$ cat config.mk
export PLATFORM = sky130hd
export DESIGN_NAME = snu_state_mem
export DESIGN_NICKNAME = d
export VERILOG_FILES = /design/src/hw/rtl/snu_pkg.sv /design/src/hw/rtl/snu_state_mem.sv
export SDC_FILE = /design/constraint.sdc
export NUM_CORES = 2
export LEC_CHECK = 0
export BUFFER_PORTS_ARGS = -buffer_cell sky130_fd_sc_hd__clkbuf_2
export CAP_MARGIN = 20
export CORE_MARGIN = 2
export CORE_UTILIZATION = 33
export DETAILED_ROUTE_END_ITERATION = 8
export GPL_ROUTABILITY_DRIVEN = 0
export HOLD_SLACK_MARGIN = 0.08
export PLACE_DENSITY = 0.51
export SLEW_MARGIN = 10
export SYNTH_ARGS = -nofsm -noshare
export SYNTH_HDL_FRONTEND = slang
export SYNTH_SLANG_ARGS = --single-unit
$ cat constraint.sdc
create_clock -name i_clk -period 13.2 [get_ports i_clk]
set_input_delay 0.66 -clock i_clk [delete_from_list [all_inputs] [get_ports i_clk]]
set_output_delay 0.66 -clock i_clk [all_outputs]
set_load 0.01 [all_outputs]
$ cat src/hw/rtl/snu_pkg.sv
// Shared types, constants and helper functions of the spiking neuron update block.
// Has no dependencies; every RTL module imports it.
`default_nettype none

package snu_pkg;

    // Default size of the neuron bank.
    localparam int NEURONS_DEF = 64;

    // Number of pipeline positions between the state read and the write-back.
    localparam int SNU_STAGES = 10;

    // Configuration port geometry.
    localparam int CFG_IDX_W  = 3;
    localparam int CFG_DATA_W = 16;

    // Register indexes of the configuration port.
    typedef enum logic [CFG_IDX_W-1:0] {
        CFG_FIRE_THRESHOLD = 3'd0,
        CFG_RESET_VOLTAGE  = 3'd1,
        CFG_RECOVERY_RATE  = 3'd2,
        CFG_RECOVERY_JUMP  = 3'd3,
        CFG_LTP_PEAK       = 3'd4,
        CFG_LTD_PEAK       = 3'd5,
        CFG_TRACE_DECAY    = 3'd6
    } t_cfg_reg;

    // Configuration reset values.
    localparam logic signed [15:0] RST_FIRE_THRESHOLD = 16'sd7680;
    localparam logic signed [15:0] RST_RESET_VOLTAGE  = -16'sd16640;
    localparam logic [15:0]        RST_RECOVERY_RATE  = 16'd1311;
    localparam logic [14:0]        RST_RECOVERY_JUMP  = 15'd1536;
    localparam logic [15:0]        RST_LTP_PEAK       = 16'd6554;
    localparam logic [15:0]        RST_LTD_PEAK       = 16'd7864;
    localparam logic [15:0]        RST_TRACE_DECAY    = 16'd62259;

    // Neuron state after reset: -65.0 and -13.0 in Q8.8.
    localparam logic signed [15:0] RST_MEMBRANE = -16'sd16640;
    localparam logic signed [15:0] RST_RECOVERY = -16'sd3328;

    // Model coefficients: 0.04 in Q0.16, 5, 140 in Q8.8, 0.2 in Q0.16.
    localparam logic [11:0]        K_SQUARE = 12'd2621;
    localparam logic signed [19:0] K_LINEAR = 20'sd5;
    localparam logic signed [19:0] K_OFFSET = 20'sd35840;
    localparam logic signed [31:0] K_RECOV  = 32'sd13107;

    // One input item.
    typedef struct packed {
        logic [5:0]         neuron_index;
        logic signed [15:0] input_current;
    } t_snu_in;

    // One result item.
    typedef struct packed {
        logic [5:0]         neuron_id;
        logic               fired;
        logic signed [15:0] membrane_out;
        logic [15:0]        ltp_trace_out;
        logic [15:0]        ltd_trace_out;
    } t_snu_out;

    // Configuration register file contents.
    typedef struct packed {
        logic signed [15:0] fire_threshold;
        logic signed [15:0] reset_voltage;
        logic [15:0]        recovery_rate;
        logic [14:0]        recovery_jump;
        logic [15:0]        ltp_peak;
        logic [15:0]        ltd_peak;
        logic [15:0]        trace_decay;
    } t_snu_cfg;

    // One word of the neuron state memory.
    typedef struct packed {
        logic signed [15:0] membrane;
        logic signed [15:0] recovery;
        logic [15:0]        ltp_trace;
        logic [15:0]        ltd_trace;
    } t_snu_state;

    localparam t_snu_state SNU_STATE_RESET = '{
        membrane:  RST_MEMBRANE,
        recovery:  RST_RECOVERY,
        ltp_trace: 16'd0,
        ltd_trace: 16'd0
    };

    // Result of the arithmetic pipeline for one neuron.
    typedef struct packed {
        logic       fired;
        t_snu_state nxt;
    } t_snu_calc;

    // Write request toward the state memory.
    typedef struct packed {
        logic       we;
        t_snu_state data;
    } t_snu_wr;

    // Clamp a wide signed value to 16 bits signed.
    function automatic logic signed [15:0] sat16(input logic signed [23:0] x);
        logic signed [15:0] res;
        if (x > 24'sd32767) begin
            res = 16'sh7FFF;
        end else if (x < -24'sd32768) begin
            res = 16'sh8000;
        end else begin
            res = x[15:0];
        end
        return res;
    endfunction

endpackage

`default_nettype wire

$ cat src/hw/rtl/snu_state_mem.sv
// Per-neuron state memory: one synchronous RAM word per neuron with a
// registered read port, one write port and a clearing sweep after reset.
// Depends on snu_pkg for t_snu_state, t_snu_wr and the reset word.
`default_nettype none

module snu_state_mem
    import snu_pkg::*;
#(
    parameter int  NEURONS = NEURONS_DEF,
    localparam int AW      = (NEURONS > 1) ? $clog2(NEURONS) : 1
) (
    input  wire logic          i_clk,
    input  wire logic          i_rst_n,
    input  wire logic          i_re,
    input  wire logic [AW-1:0] i_raddr,
    output t_snu_state         o_rdata,
    input  wire t_snu_wr       i_wr,
    input  wire logic [AW-1:0] i_waddr,
    output logic               o_busy
);

    t_snu_state    r_mem [NEURONS];
    t_snu_state    r_rdata;
    logic          r_busy;
    logic [AW-1:0] r_clr_addr;

    // Clearing sweep: one entry per cycle from address zero upward.
    always_ff @(posedge i_clk) begin
        if (!i_rst_n) begin
            r_busy     <= 1'b1;
            r_clr_addr <= '0;
        end else if (r_busy) begin
            r_clr_addr <= r_clr_addr + AW'(1);
            if (r_clr_addr == AW'(NEURONS - 1)) begin
                r_busy <= 1'b0;
            end
        end
    end

    // Write port shared by the sweep and the write-back, and the read port.
    always_ff @(posedge i_clk) begin
        if (r_busy) begin
            r_mem[r_clr_addr] <= SNU_STATE_RESET;
        end else if (i_wr.we) begin
            r_mem[i_waddr] <= i_wr.data;
        end
        if (i_re) begin
            r_rdata <= r_mem[i_raddr];
        end
    end

    assign o_rdata = r_rdata;
    assign o_busy  = r_busy;

endmodule

`default_nettype wire

==> flow_metrics.py <==
metrics = {
    "synthesis": {
        "async_flop_share_pct": 0,
        "synth_nets": 6714,
        "ys_ff_latch": 4167,
        "synthDistinctLibCells": 43,
        "synth_area_leaders": "edfxtp_1 80%, mux4_2 14%, o22ai_1 1.3%, mux2i_1 0.66%, clkbuf_1 0.38%",
        "synth-main-ff-cell": "edfxtp_1",
        "synth-edff-count": 4160,
        "synth_cells": 6633,
        "synth.most_common_cell": "edfxtp_1",
        "synth_top_area_share_pct": 79.7,
        "syn_avg_cell_area_sq_um": 23.6,
        "syn_area_sq_mm": 0.157,
        "seq_area_frac_synth_pct": 79.8,
        "yosys_warnings": 0,
        "synth_common_cells": "4160 x edfxtp_1, 1002 x mux4_2, 330 x o22ai_1",
        "yosysTopAreaCell": "edfxtp_1",
    },
    "pwr": {
        "internal_power_w": 0.0214,
        "p_total_w": 0.0272,
        "switchingPower_w": 0.00577,
        "pwr-share-clk_pct": 42.9,
        "p_leak_nw": 56.7,
        "swShare_pct": 21.3,
        "irDropWorstVdd_mv": 0.104,
        "power.share.sequential_pct": 53.3,
        "p_per_area_mw_per_mm2": 151,
        "p_comb_share_pct": 3.8,
    },
    "layout": {
        "stdcell_area_sq_mm": 0.180,
        "syn2layout_area_growth_pct": 14.9,
        "fin_nets": 7181,
        "drive_gt1_share_pct": 28.8,
    },
    "cts": {
        "clock-sinks": 4167,
        "ctsHoldBuffers": 2,
        "clkTransAtPathRegs_ns": 0.06,
        "cts_tree": "built",
        "clock_latency_ns": 0.99,
        "cts_buffers": 418,
        "cts_setup_buffers": 0,
        "clock_path_buffers": 4,
        "htreeDepth": 5,
        "cts_resized": 0,
        "ctsRootBufferMaster": "clkbuf_16",
    },
    "sta": {
        "setup_viol_count_final": 0,
        "tns_ns": 0,
        "relSlewSlack_pct": 19.4,
        "hold_viol": 0,
        "grt_setup_unrepaired": "no",
        "finalClockSkew_ns": 0.0722,
        "finalMaxSlewViolations": 0,
        "tightestPinTransition_ns": 1.21,
        "period_share_pct": 37.3,
        "max_freq_ghz": 0.203,
        "min_period_ns": 4.92,
    },
    "floorplanning": {
        "core_area_sq_mm": 0.474,
        "die_area_sq_mm": 0.480,
        "start_util_pct": 33.1,
        "die_y_um": 693,
        "rows": 253,
        "io_pins": 145,
        "die_w_um": 693,
    },
    "outcome": {
        "status": "finished, final reports clean",
    },
    "placement": {
        "placed_cell_area_sq_mm": 0.166,
        "io_buffers": 144,
        "post-dp-hpwl_um": 261000,
    },
    "grt": {
        "grt_max_degree": 103,
        "antenna_found_initial": 32,
        "grt_pass1_wl_um": 636000,
        "grt_pass1_vias": 77200,
        "grt_util_all_layers_pct": 18.9,
        "grt-ovfl-total": 0,
    },
    "worst_hold_path": {
        "holdPathStages": 2,
        "hp-class": "in -> reg",
    },
    "worst_setup_path": {
        "cp.depth": 7,
        "crit_buf_inv": 3,
        "reg2regPathDepth": 7,
        "max_stage_delay_ns": 0.73,
        "worstPathArrival_ns": 5.48,
        "start_kind": "register",
        "path_class": "reg -> reg",
        "crit_required_ns": 13.76,
        "critical_path.slowest_cell": "nor2_4",
        "critPathMaxFanout": 46,
        "crit_top_cell": "buf_4",
        "crit_path_cell_trace": "nor2b_4, buf_4, mux2i_1, nand2_1, nor2_4, buf_4, buf_4",
        "cp_top_family": "buffers and inverters",
        "critPathCaptureType": "register",
    },
    "drt": {
        "firstDrtPassIters": 5,
        "drt_iter0_markers": 10900,
        "dr_total_vias": 76500,
        "wire_per_inst_um": 34.0,
        "routed_wl_um": 465000,
        "ant_nets": 0,
        "viasPerCell": 5.58,
        "drc": 0,
    },
    "run": {
        "max-cap-violations": 0,
    },
}
==> sequential cells by signal, indices dropped and copies added (netlist names) <==
name / flops
r_clr_addr: 6
o_rdata: 64
r_mem: 4096
o_busy: 1
==> final timing paths <==
path                                     from       endpoint  slack [ns]
worst max-delay path                   o_busy  r_mem[51][11]        8.28
worst min-delay path                 i_wr[19]  r_mem[22][19]        0.16
worst max register to register         o_busy  r_mem[51][11]        8.28
worst min register to register  r_clr_addr[5]  r_clr_addr[5]        0.61
==> placed cells by master (no fill, tap or decap), drive strengths merged, types with 8 or more instances in the layout <==
cell	netlist	routed
a211oi	53	53
a21oi	8	8
a22oi	59	59
a31oi	11	11
and2	58	58
buf	216	283
bufinv	0	31
clkbuf	160	660
clkinv	0	199
clkinvlp	0	12
edfxtp	4160	4160
inv	2	10
mux2i	103	103
mux4	1002	1002
nand2	44	44
nand2b	23	23
nand3	28	28
nor2	123	123
nor2b	9	9
nor4	53	53
o21ai	11	11
o221ai	64	64
o22a	53	53
o22ai	330	330
==> power groups by stage <==
stage	sequential, W	combinational (W)	clock (W)
finish	0.0145	0.00104	0.0116
global route	0.0145	0.00109	0.0123
global placement	0.0148	0.00105	0
detailed placement	0.0148	0.00105	0
CTS	0.0145	0.00105	0.0118
floorplan	0.0147	0.000630	0
==> kinds of logic after synthesis <==
group	synth area share [%]
fa+ha+maj	0.00798
flops	79.8
simple gates	1.16
buf+inv	1.18
compound gates	2.72
mux	15.1
xor+xnor	0.0224
==> per-layer routing <==
| layer | track usage (%) | part of all wire [%] | vias to the layer above |
|---|---|---|---|
| met5 | 0 | 0.0092 | - |
| met4 | 4.15 | 2.2 | 6 |
| met3 | 3.33 | 8.1 | 605 |
| met2 | 29.6 | 47 | 3390 |
| met1 | 27.7 | 43 | 42800 |
| li1 | - | - | 29800 |
==> layout make-up <==
| cell class | instances | area (sq um) |
|---|---|---|
| fillers | 42100 | 294000 |
| flip-flops and latches | 4167 | 125000 |
| multi-input cells | 2088 | 30500 |
| clock buffers | 522 | 11100 |
| well taps | 6247 | 7820 |
| repair buffers | 423 | 3390 |
| clock inverters | 250 | 2240 |
| diodes | 6 | 15.0 |
| inverters | 2 | 7.51 |
==> per-stage QoR <==
| step | utilization (%) | setup WS, ns | instances | hold slack (ns) |
|---|---|---|---|---|
| 2_1_floorplan | - | 8.38 | 6633 | 0.506 |
| 3_3_place_gp | 35.0 | 7.89 | 12900 | 0.569 |
| 3_5_place_dp | 35.1 | 7.88 | 12900 | 0.591 |
| 4_1_cts | 37.9 | 8.42 | 13700 | 0.243 |
| 5_1_grt | 38.0 | 8.18 | 13700 | 0.141 |
| 6_report | 38.0 | 8.28 | 13700 | 0.160 |
Note: power is estimated with default switching activity, not from simulation.
