### src/hw/rtl/snu_pkg.sv
// Shared types, constants and helper functions of the spiking neuron update block.
// Has no dependencies; every RTL module imports it.
`default_nettype none

package snu_pkg;

    // Default size of the neuron bank.
    localparam int NEURONS_DEF = 64;

    // Number of pipeline positions between the state read and the write-back.
    localparam int SNU_STAGES = 10;

    // Configuration port geometry.
    localparam int CFG_IDX_W  = 3;
    localparam int CFG_DATA_W = 16;

    // Register indexes of the configuration port.
    typedef enum logic [CFG_IDX_W-1:0] {
        CFG_FIRE_THRESHOLD = 3'd0,
        CFG_RESET_VOLTAGE  = 3'd1,
        CFG_RECOVERY_RATE  = 3'd2,
        CFG_RECOVERY_JUMP  = 3'd3,
        CFG_LTP_PEAK       = 3'd4,
        CFG_LTD_PEAK       = 3'd5,
        CFG_TRACE_DECAY    = 3'd6
    } t_cfg_reg;

    // Configuration reset values.
    localparam logic signed [15:0] RST_FIRE_THRESHOLD = 16'sd7680;
    localparam logic signed [15:0] RST_RESET_VOLTAGE  = -16'sd16640;
    localparam logic [15:0]        RST_RECOVERY_RATE  = 16'd1311;
    localparam logic [14:0]        RST_RECOVERY_JUMP  = 15'd1536;
    localparam logic [15:0]        RST_LTP_PEAK       = 16'd6554;
    localparam logic [15:0]        RST_LTD_PEAK       = 16'd7864;
    localparam logic [15:0]        RST_TRACE_DECAY    = 16'd62259;

    // Neuron state after reset: -65.0 and -13.0 in Q8.8.
    localparam logic signed [15:0] RST_MEMBRANE = -16'sd16640;
    localparam logic signed [15:0] RST_RECOVERY = -16'sd3328;

    // Model coefficients: 0.04 in Q0.16, 5, 140 in Q8.8, 0.2 in Q0.16.
    localparam logic [11:0]        K_SQUARE = 12'd2621;
    localparam logic signed [19:0] K_LINEAR = 20'sd5;
    localparam logic signed [19:0] K_OFFSET = 20'sd35840;
    localparam logic signed [31:0] K_RECOV  = 32'sd13107;

    // One input item.
    typedef struct packed {
        logic [5:0]         neuron_index;
        logic signed [15:0] input_current;
    } t_snu_in;

    // One result item.
    typedef struct packed {
        logic [5:0]         neuron_id;
        logic               fired;
        logic signed [15:0] membrane_out;
        logic [15:0]        ltp_trace_out;
        logic [15:0]        ltd_trace_out;
    } t_snu_out;

    // Configuration register file contents.
    typedef struct packed {
        logic signed [15:0] fire_threshold;
        logic signed [15:0] reset_voltage;
        logic [15:0]        recovery_rate;
        logic [14:0]        recovery_jump;
        logic [15:0]        ltp_peak;
        logic [15:0]        ltd_peak;
        logic [15:0]        trace_decay;
    } t_snu_cfg;

    // One word of the neuron state memory.
    typedef struct packed {
        logic signed [15:0] membrane;
        logic signed [15:0] recovery;
        logic [15:0]        ltp_trace;
        logic [15:0]        ltd_trace;
    } t_snu_state;

    localparam t_snu_state SNU_STATE_RESET = '{
        membrane:  RST_MEMBRANE,
        recovery:  RST_RECOVERY,
        ltp_trace: 16'd0,
        ltd_trace: 16'd0
    };

    // Result of the arithmetic pipeline for one neuron.
    typedef struct packed {
        logic       fired;
        t_snu_state nxt;
    } t_snu_calc;

    // Write request toward the state memory.
    typedef struct packed {
        logic       we;
        t_snu_state data;
    } t_snu_wr;

    // Clamp a wide signed value to 16 bits signed.
    function automatic logic signed [15:0] sat16(input logic signed [23:0] x);
        logic signed [15:0] res;
        if (x > 24'sd32767) begin
            res = 16'sh7FFF;
        end else if (x < -24'sd32768) begin
            res = 16'sh8000;
        end else begin
            res = x[15:0];
        end
        return res;
    endfunction

endpackage

`default_nettype wire

### src/hw/rtl/snu_cfg_regs.sv
// Configuration register file of the spiking neuron update block.
// Depends on snu_pkg for the register indexes, reset values and t_snu_cfg.
`default_nettype none

module snu_cfg_regs
    import snu_pkg::*;
(
    input  wire logic                  i_clk,
    input  wire logic                  i_rst_n,
    input  wire logic                  i_cfg_we,
    input  wire logic [CFG_IDX_W-1:0]  i_cfg_idx,
    input  wire logic [CFG_DATA_W-1:0] i_cfg_data,
    output t_snu_cfg                   o_cfg
);

    t_snu_cfg r_cfg;

    // Register writes; unknown indexes are ignored.
    always_ff @(posedge i_clk) begin
        if (!i_rst_n) begin
            r_cfg.fire_threshold <= RST_FIRE_THRESHOLD;
            r_cfg.reset_voltage  <= RST_RESET_VOLTAGE;
            r_cfg.recovery_rate  <= RST_RECOVERY_RATE;
            r_cfg.recovery_jump  <= RST_RECOVERY_JUMP;
            r_cfg.ltp_peak       <= RST_LTP_PEAK;
            r_cfg.ltd_peak       <= RST_LTD_PEAK;
            r_cfg.trace_decay    <= RST_TRACE_DECAY;
        end else if (i_cfg_we) begin
            case (i_cfg_idx)
                CFG_FIRE_THRESHOLD: r_cfg.fire_threshold <= $signed(i_cfg_data);
                CFG_RESET_VOLTAGE:  r_cfg.reset_voltage  <= $signed(i_cfg_data);
                CFG_RECOVERY_RATE:  r_cfg.recovery_rate  <= i_cfg_data;
                CFG_RECOVERY_JUMP:  r_cfg.recovery_jump  <= i_cfg_data[14:0];
                CFG_LTP_PEAK:       r_cfg.ltp_peak       <= i_cfg_data;
                CFG_LTD_PEAK:       r_cfg.ltd_peak       <= i_cfg_data;
                CFG_TRACE_DECAY:    r_cfg.trace_decay    <= i_cfg_data;
                default: ;
            endcase
        end
    end

    assign o_cfg = r_cfg;

endmodule

`default_nettype wire

### config.mk
export PLATFORM = sky130hd
export DESIGN_NAME = snu_cfg_regs
export DESIGN_NICKNAME = d
export VERILOG_FILES = /design/src/hw/rtl/snu_pkg.sv /design/src/hw/rtl/snu_cfg_regs.sv
export SDC_FILE = /design/constraint.sdc
export NUM_CORES = 1
export LEC_CHECK = 0
export BUFFER_PORTS_ARGS = -buffer_cell sky130_fd_sc_hd__buf_2
export CAP_MARGIN = 20
export CORE_MARGIN = 2
export CORE_UTILIZATION = 47
export CTS_BUF_LIST = sky130_fd_sc_hd__clkbuf_8
export CTS_CLUSTER_DIAMETER = 100
export DETAILED_ROUTE_END_ITERATION = 16
export GPL_ROUTABILITY_DRIVEN = 0
export GPL_TIMING_DRIVEN = 0
export PLACE_DENSITY = 0.81
export SYNTH_ARGS = -nofsm -noshare
export SYNTH_HDL_FRONTEND = slang
export SYNTH_SLANG_ARGS = --single-unit
### constraint.sdc
create_clock -name i_clk -period 1.15 [get_ports i_clk]
set_input_delay 0.115 -clock i_clk [delete_from_list [all_inputs] [get_ports i_clk]]
set_output_delay 0.115 -clock i_clk [all_outputs]
set_load 0.02 [all_outputs]
==> results of run 1 <==
[worst max-delay path, stage by stage]
cell      delay (ps)
clkbuf_1         340
clkbuf_1         490
nand2_1          190
mux2i_1          160
[layer usage]
metal	global-route usage [%]	vias to the layer above	wire (µm)
met1	27.3	1597	4700
met5	0	-	0
met4	5.48	0	108
met3	6.31	8	789
met2	38.9	92	5430
li1	-	1615	-
[kinds of logic (layout without fill, tap and decap cells)]
kind of cell	count (synthesis)	in the layout
buf+inv	28	175
simple gates	150	150
mux	111	111
flops	111	111
[layout make-up]
type / instances / area [µm²]
Buffer: 28 / 143
Multi-Input combinational cell: 261 / 1880
Sequential cell: 111 / 2220
Timing Repair Buffer: 131 / 656
Tap cell: 108 / 135
Clock buffer: 9 / 124
Clock inverter: 7 / 71.3
Fill cell: 753 / 3490
[metrics by stage]
| step | instances | setup WS [ps] | cell area (µm²) | total power, W | util [%] |
|---|---|---|---|---|---|
| floorplan | 400 | -8.32 | 4240 | 0.00445 | - |
| global placement | 639 | -217 | 5030 | 0.00468 | 57.7 |
| detailed placement | 639 | -266 | 5030 | 0.00470 | 57.7 |
| CTS | 655 | 104 | 5230 | 0.00695 | 59.9 |
| global route | 655 | 43.9 | 5230 | 0.00717 | 59.9 |
| finish | 655 | 127 | 5230 | 0.00690 | 59.9 |
[repair_timing]
action | in CTS | in global routing
resized for setup | 0 | 2
setup buffers | 0 | 0
endpoints found under the setup margin | 0 | 5
hold buffers | 0 | 0
[final timing paths]
check	slack [ps]	startpoint	to
min reg2reg	470	o_cfg[76]	o_cfg[76]
max reg2reg	470	o_cfg[89]	o_cfg[89]
max	130	i_rst_n	o_cfg[103]
min	50	i_cfg_data[10]	o_cfg[42]
[report_power, final]
| group | total [W] | internal [W] | switching, W | leakage (nW) |
|---|---|---|---|---|
| clock network | 0.00229 | 0.00101 | 0.00128 | 0.103 |
| logic | 0.000639 | 0.000233 | 0.000406 | 1.67 |
| registers | 0.00397 | 0.00393 | 0.0000465 | 0.900 |
| total | 0.00690 | 0.00517 | 0.00173 | 2.67 |
[cells in the final DEF, fill, tap and decap left out]
master and n:
buf_1 2, buf_2 140, buf_4 2, buf_6 1
buf_8 1, bufinv_16 1, clkbuf_1 13, clkbuf_8 9
clkinv_2 3, clkinv_4 2, dfxtp_1 111, inv_6 1
mux2i_1 111, nand2_1 82, nand4b_1 3, nand4bb_1 2
nor2b_1 60, nor4bb_1 2, or4b_4 1
==> flow_summary.ini, run 1 <==
[critical_path]
end_kind = flop
critPathRequiredTime_ps = 1440
r2r_cells = 2
critPathKind = input port to flop
cp-start-kind = input port
cp_max_fo = 10
worst-endpoint-arrival_ps = 1310

[layout]
area_delta_synth_final_pct = 23.6
finalNetCount = 564
largest_reg_flops = 111
layout-drive-gt1-share_pct = 29.4
antenna_cells = 0

[sta]
hold_viol_final = 0
fin_tns_setup_ps = 0
setup_viol = 0
max_freq_ghz = 0.978
hold_slack_ps = 46.7
finalMaxSlewViolations = 0
min_period_over_period_pct = 88.9
tightestPinTransition_ps = 675
clock_skew_ps = 0
finalCriticalPeriod_ps = 1020
rsz0062_at_grt = no
relSlewSlack_pct = 55.0

[die]
core_mm2 = 0.00872
io_pins = 133
die_area_mm2 = 0.00977
rows = 34
die_w_um = 98.8
initial_core_util_pct = 48.5
die_h_um = 98.8

[yosys]
synth-seq-cells = 111
yosysUniqueCellTypes = 13
syn_nets = 422
yosys.area_share.simple_pct = 18.0
synthAdderAreaFrac_pct = 0
syn_inst = 400
synth_top_area_share_pct = 52.6
ys_async_sr_fraction_pct = 0
synth-warning-count = 0
syn_area_mm2 = 0.00423
synth_area_leader_cell = dfxtp_1
synth_compound_area_share_pct = 0
synth_top_family_by_area = multiplexers
ys_seq_area_share_pct = 52.6
synth_edf_count = 0
synth.cells.most_frequent = dfxtp_1 (111), mux2i_1 (111), nand2_1 (82), nor2b_1 (60), clkbuf_1 (13)
syn_area_per_cell_um2 = 10.6
synthMuxAreaShare_pct = 26.3
synth_area_leaders = dfxtp_1 (53%), mux2i_1 (26%), nor2b_1 (8.9%), nand2_1 (7.3%), buf_2 (1.2%)
synth_top_flop_cell = dfxtp_1
post_synth_xor_area_fraction_pct = 0

[clock_tree]
tritoncts = done
clock_latency_ps = 350
clk_path_buf_depth = 2
cts.sinks = 111
cts-root-buf = clkbuf_8
h-tree-depth = 3
cts_inserted_buffers = 9
clkTransAtPathRegs_ps = 100

[run]
max_cap_violations = 0

[drt]
drtIter0Drc = 119
postRouteAntennaNets = 0
finalWirelength_um = 11000
vias = 3312
drt-pass1-iter-count = 4
routedWlPerCell_um = 16.8
vias_per_cell = 5.06
drc_errors = 0

[worst_hold_path]
min-delay-path-class = input port to flop
hold-path-cell-count = 3

[grt]
grt_antenna_before_repair = 0
grtUsageTotal_pct = 22.4
grt_pass1_wl_um = 17300
grt_max_degree = 19
grt_pass1_vias = 3393
grt_overflow = 0

[run_status]
outcome = complete, no violations

[place]
io_buffers = 131
dp_hpwl_um = 8400

[power_and_ir_drop]
p_per_area_mw_per_mm2 = 1320
p_leak_nw = 2.67
ir_drop_uv = 704
Power figures use the tool's default switching activity.
==> inputs of run 2 (changes only) <==
Settings changed: CORE_ASPECT_RATIO set to 1.1, CORE_UTILIZATION 47 to 46, CTS_BUF_LIST sky130_fd_sc_hd__clkbuf_8 to not set, PLACE_DENSITY 0.81 to 0.8, TNS_END_PERCENT set to 100.
==> run 2 against run 1 <==
Compared with the run above: register-to-register slack got worse by 20 ps; critical path type unchanged; hold slack got worse by 26 ps; largest cell class unchanged; clock skew unchanged; power increased by 5.9%; count of clock-buffer cells in the layout increased by 2; non-clock buffer count unchanged.
==> flow_summary.ini, run 2 (synthesis results as in run 1) <==
[grt]
grt_overflow = 0
grtUsageTotal_pct = 22.8
grt_pass1_wl_um = 17200
grt_antenna_before_repair = 0
grt_max_degree = 17
grt_pass1_vias = 3341

[layout]
area_delta_synth_final_pct = 24.5
finalNetCount = 564
antenna_cells = 0
multi_input_area_mm2 = 0.00188
final_area_mm2 = 0.00526
fin_util_pct = 59.0
largest_reg_flops = 111
register_area_mm2 = 0.00222
layout-drive-gt1-share_pct = 28.9
nFillCells = 787
final_cell_mix = buf_2 (141), mux2i_1 (111), dfxtp_1 (111), nand2_1 (82), nor2b_1 (60)
stdcell_count = 660
layout_commonest_cell = buf_2

[clock_tree]
cts_resized = 0
clock_latency_ps = 370
cts_inserted_buffers = 9
cts-root-buf = clkbuf_8
tritoncts = done
cts_setup_buffers = 0
clkTransAtPathRegs_ps = 90
clk_path_buf_depth = 2
holdBufCountCts = 0
cts.sinks = 111
h-tree-depth = 3

[power_and_ir_drop]
p_sw_share_pct = 23.5
p_leak_nw = 2.68
power_frac_seq_pct = 54.4
comb_power_share_pct = 8.8
switching_power_w = 0.00171
p_per_area_mw_per_mm2 = 1390
clockPowerShare_pct = 36.9
ir_drop_uv = 598
intPower_w = 0.00559

[sta]
finalCriticalPeriod_ps = 1060
tightestPinTransition_ps = 646
rsz0062_at_grt = no
relSlewSlack_pct = 56.9
setup_viol = 0
min_period_over_period_pct = 91.8
finalMaxSlewViolations = 0
max_freq_ghz = 0.947
fin_tns_setup_ps = 0
clock_skew_ps = 0
hold_viol_final = 0

[drt]
top_layer = met4
vias = 3354
routedWlPerCell_um = 17.2
vias_per_cell = 5.08
drtIter0Drc = 94
wl_met2_um = 5670
finalWirelength_um = 11400
wl_met3_um = 619
drc_errors = 0
m1WireLength_um = 4710
postRouteAntennaNets = 0
drt-pass1-iter-count = 5

[run]
max_cap_violations = 0

[die]
die_area_mm2 = 0.00997
core_mm2 = 0.00892
rows = 36
io_pins = 133
die_h_um = 105
initial_core_util_pct = 47.4
die_w_um = 95.4

[critical_path]
crit_top_cell = buf_2
rr_endpoint = o_cfg[109]
reg2reg_from = o_cfg[109]
critPathKind = input port to flop
end_kind = flop
cp-start-kind = input port
worstPathCellList = buf_2 -> nor4bb_1 -> buf_2 -> buf_4 -> mux2i_1
crit_path_top_delay_cell = buf_2
r2r_cells = 2
r2r_slack_ps = 450
worst-endpoint-arrival_ps = 1360
max_stage_delay_ps = 300
cp_max_fo = 10
critPathRequiredTime_ps = 1450

[place]
io_buffers = 131
dpl_cell_area_mm2 = 0.00504
dpl.cell_count = 645
dp_hpwl_um = 8450

[worst_hold_path]
worstHoldStart = i_cfg_data[10]
holdPathEnd = o_cfg[42]
min-delay-path-class = input port to flop
hold-path-cell-count = 3

[run_status]
outcome = complete, no violations
-- run 2: final cells by class --
class / count / share of cell area, %
plain buffers: 28 / 2.66
well taps: 114 / 2.71
repair buffers: 131 / 12.5
multi-input cells: 261 / 35.7
clock inverters: 4 / 1.81
clock buffers: 11 / 2.50
flip-flops and latches: 111 / 42.2
-- run 2: how the worst max path moves through the flow --
stage	slack (ps)	startpoint	end
6_report	90	i_cfg_we	o_cfg[88]
5_1_grt	70	i_cfg_we	o_cfg[87]
4_1_cts	110	o_cfg[59]	o_cfg[59]
3_5_place_dp	-270	i_cfg_we	o_cfg[92]
3_3_place_gp	-230	i_cfg_we	o_cfg[85]
2_1_floorplan	-8	i_cfg_idx[0]	o_cfg[107]
-- run 2: critical path: cells and delay by family --
kind | cells | cell delay, ps
AND/OR/NAND/NOR | 1 | 270
multiplexers | 1 | 220
buffers and inverters | 3 | 740
-- run 2: per-stage QoR --
| step | total power (W) | hold WS (ps) | worst slack, ps |
|---|---|---|---|
| after global routing | 0.00751 | 38.0 | 65.9 |
| final | 0.00731 | 20.3 | 94.4 |
| after detailed placement | 0.00470 | 413 | -268 |
| after global placement | 0.00469 | 404 | -226 |
| after CTS | 0.00733 | 14.0 | 107 |
| after floorplan | 0.00445 | 275 | -8.32 |
-- run 2: routing by layer --
metal / GRT usage, % / up-vias
li1: - / 1599
met1: 26.7 / 1617
met2: 38.8 / 107
met3: 5.48 / 31
met4: 10.4 / 0
met5: 0 / -
-- run 2: power by group through the flow --
stage / Clock (W) / Sequential, W / Combinational [W]
2_1_floorplan: 0 / 0.00416 / 0.000292
3_3_place_gp: 0 / 0.00406 / 0.000626
3_5_place_dp: 0 / 0.00406 / 0.000641
4_1_cts: 0.00271 / 0.00397 / 0.000643
5_1_grt: 0.00284 / 0.00398 / 0.000685
6_report: 0.00269 / 0.00397 / 0.000640
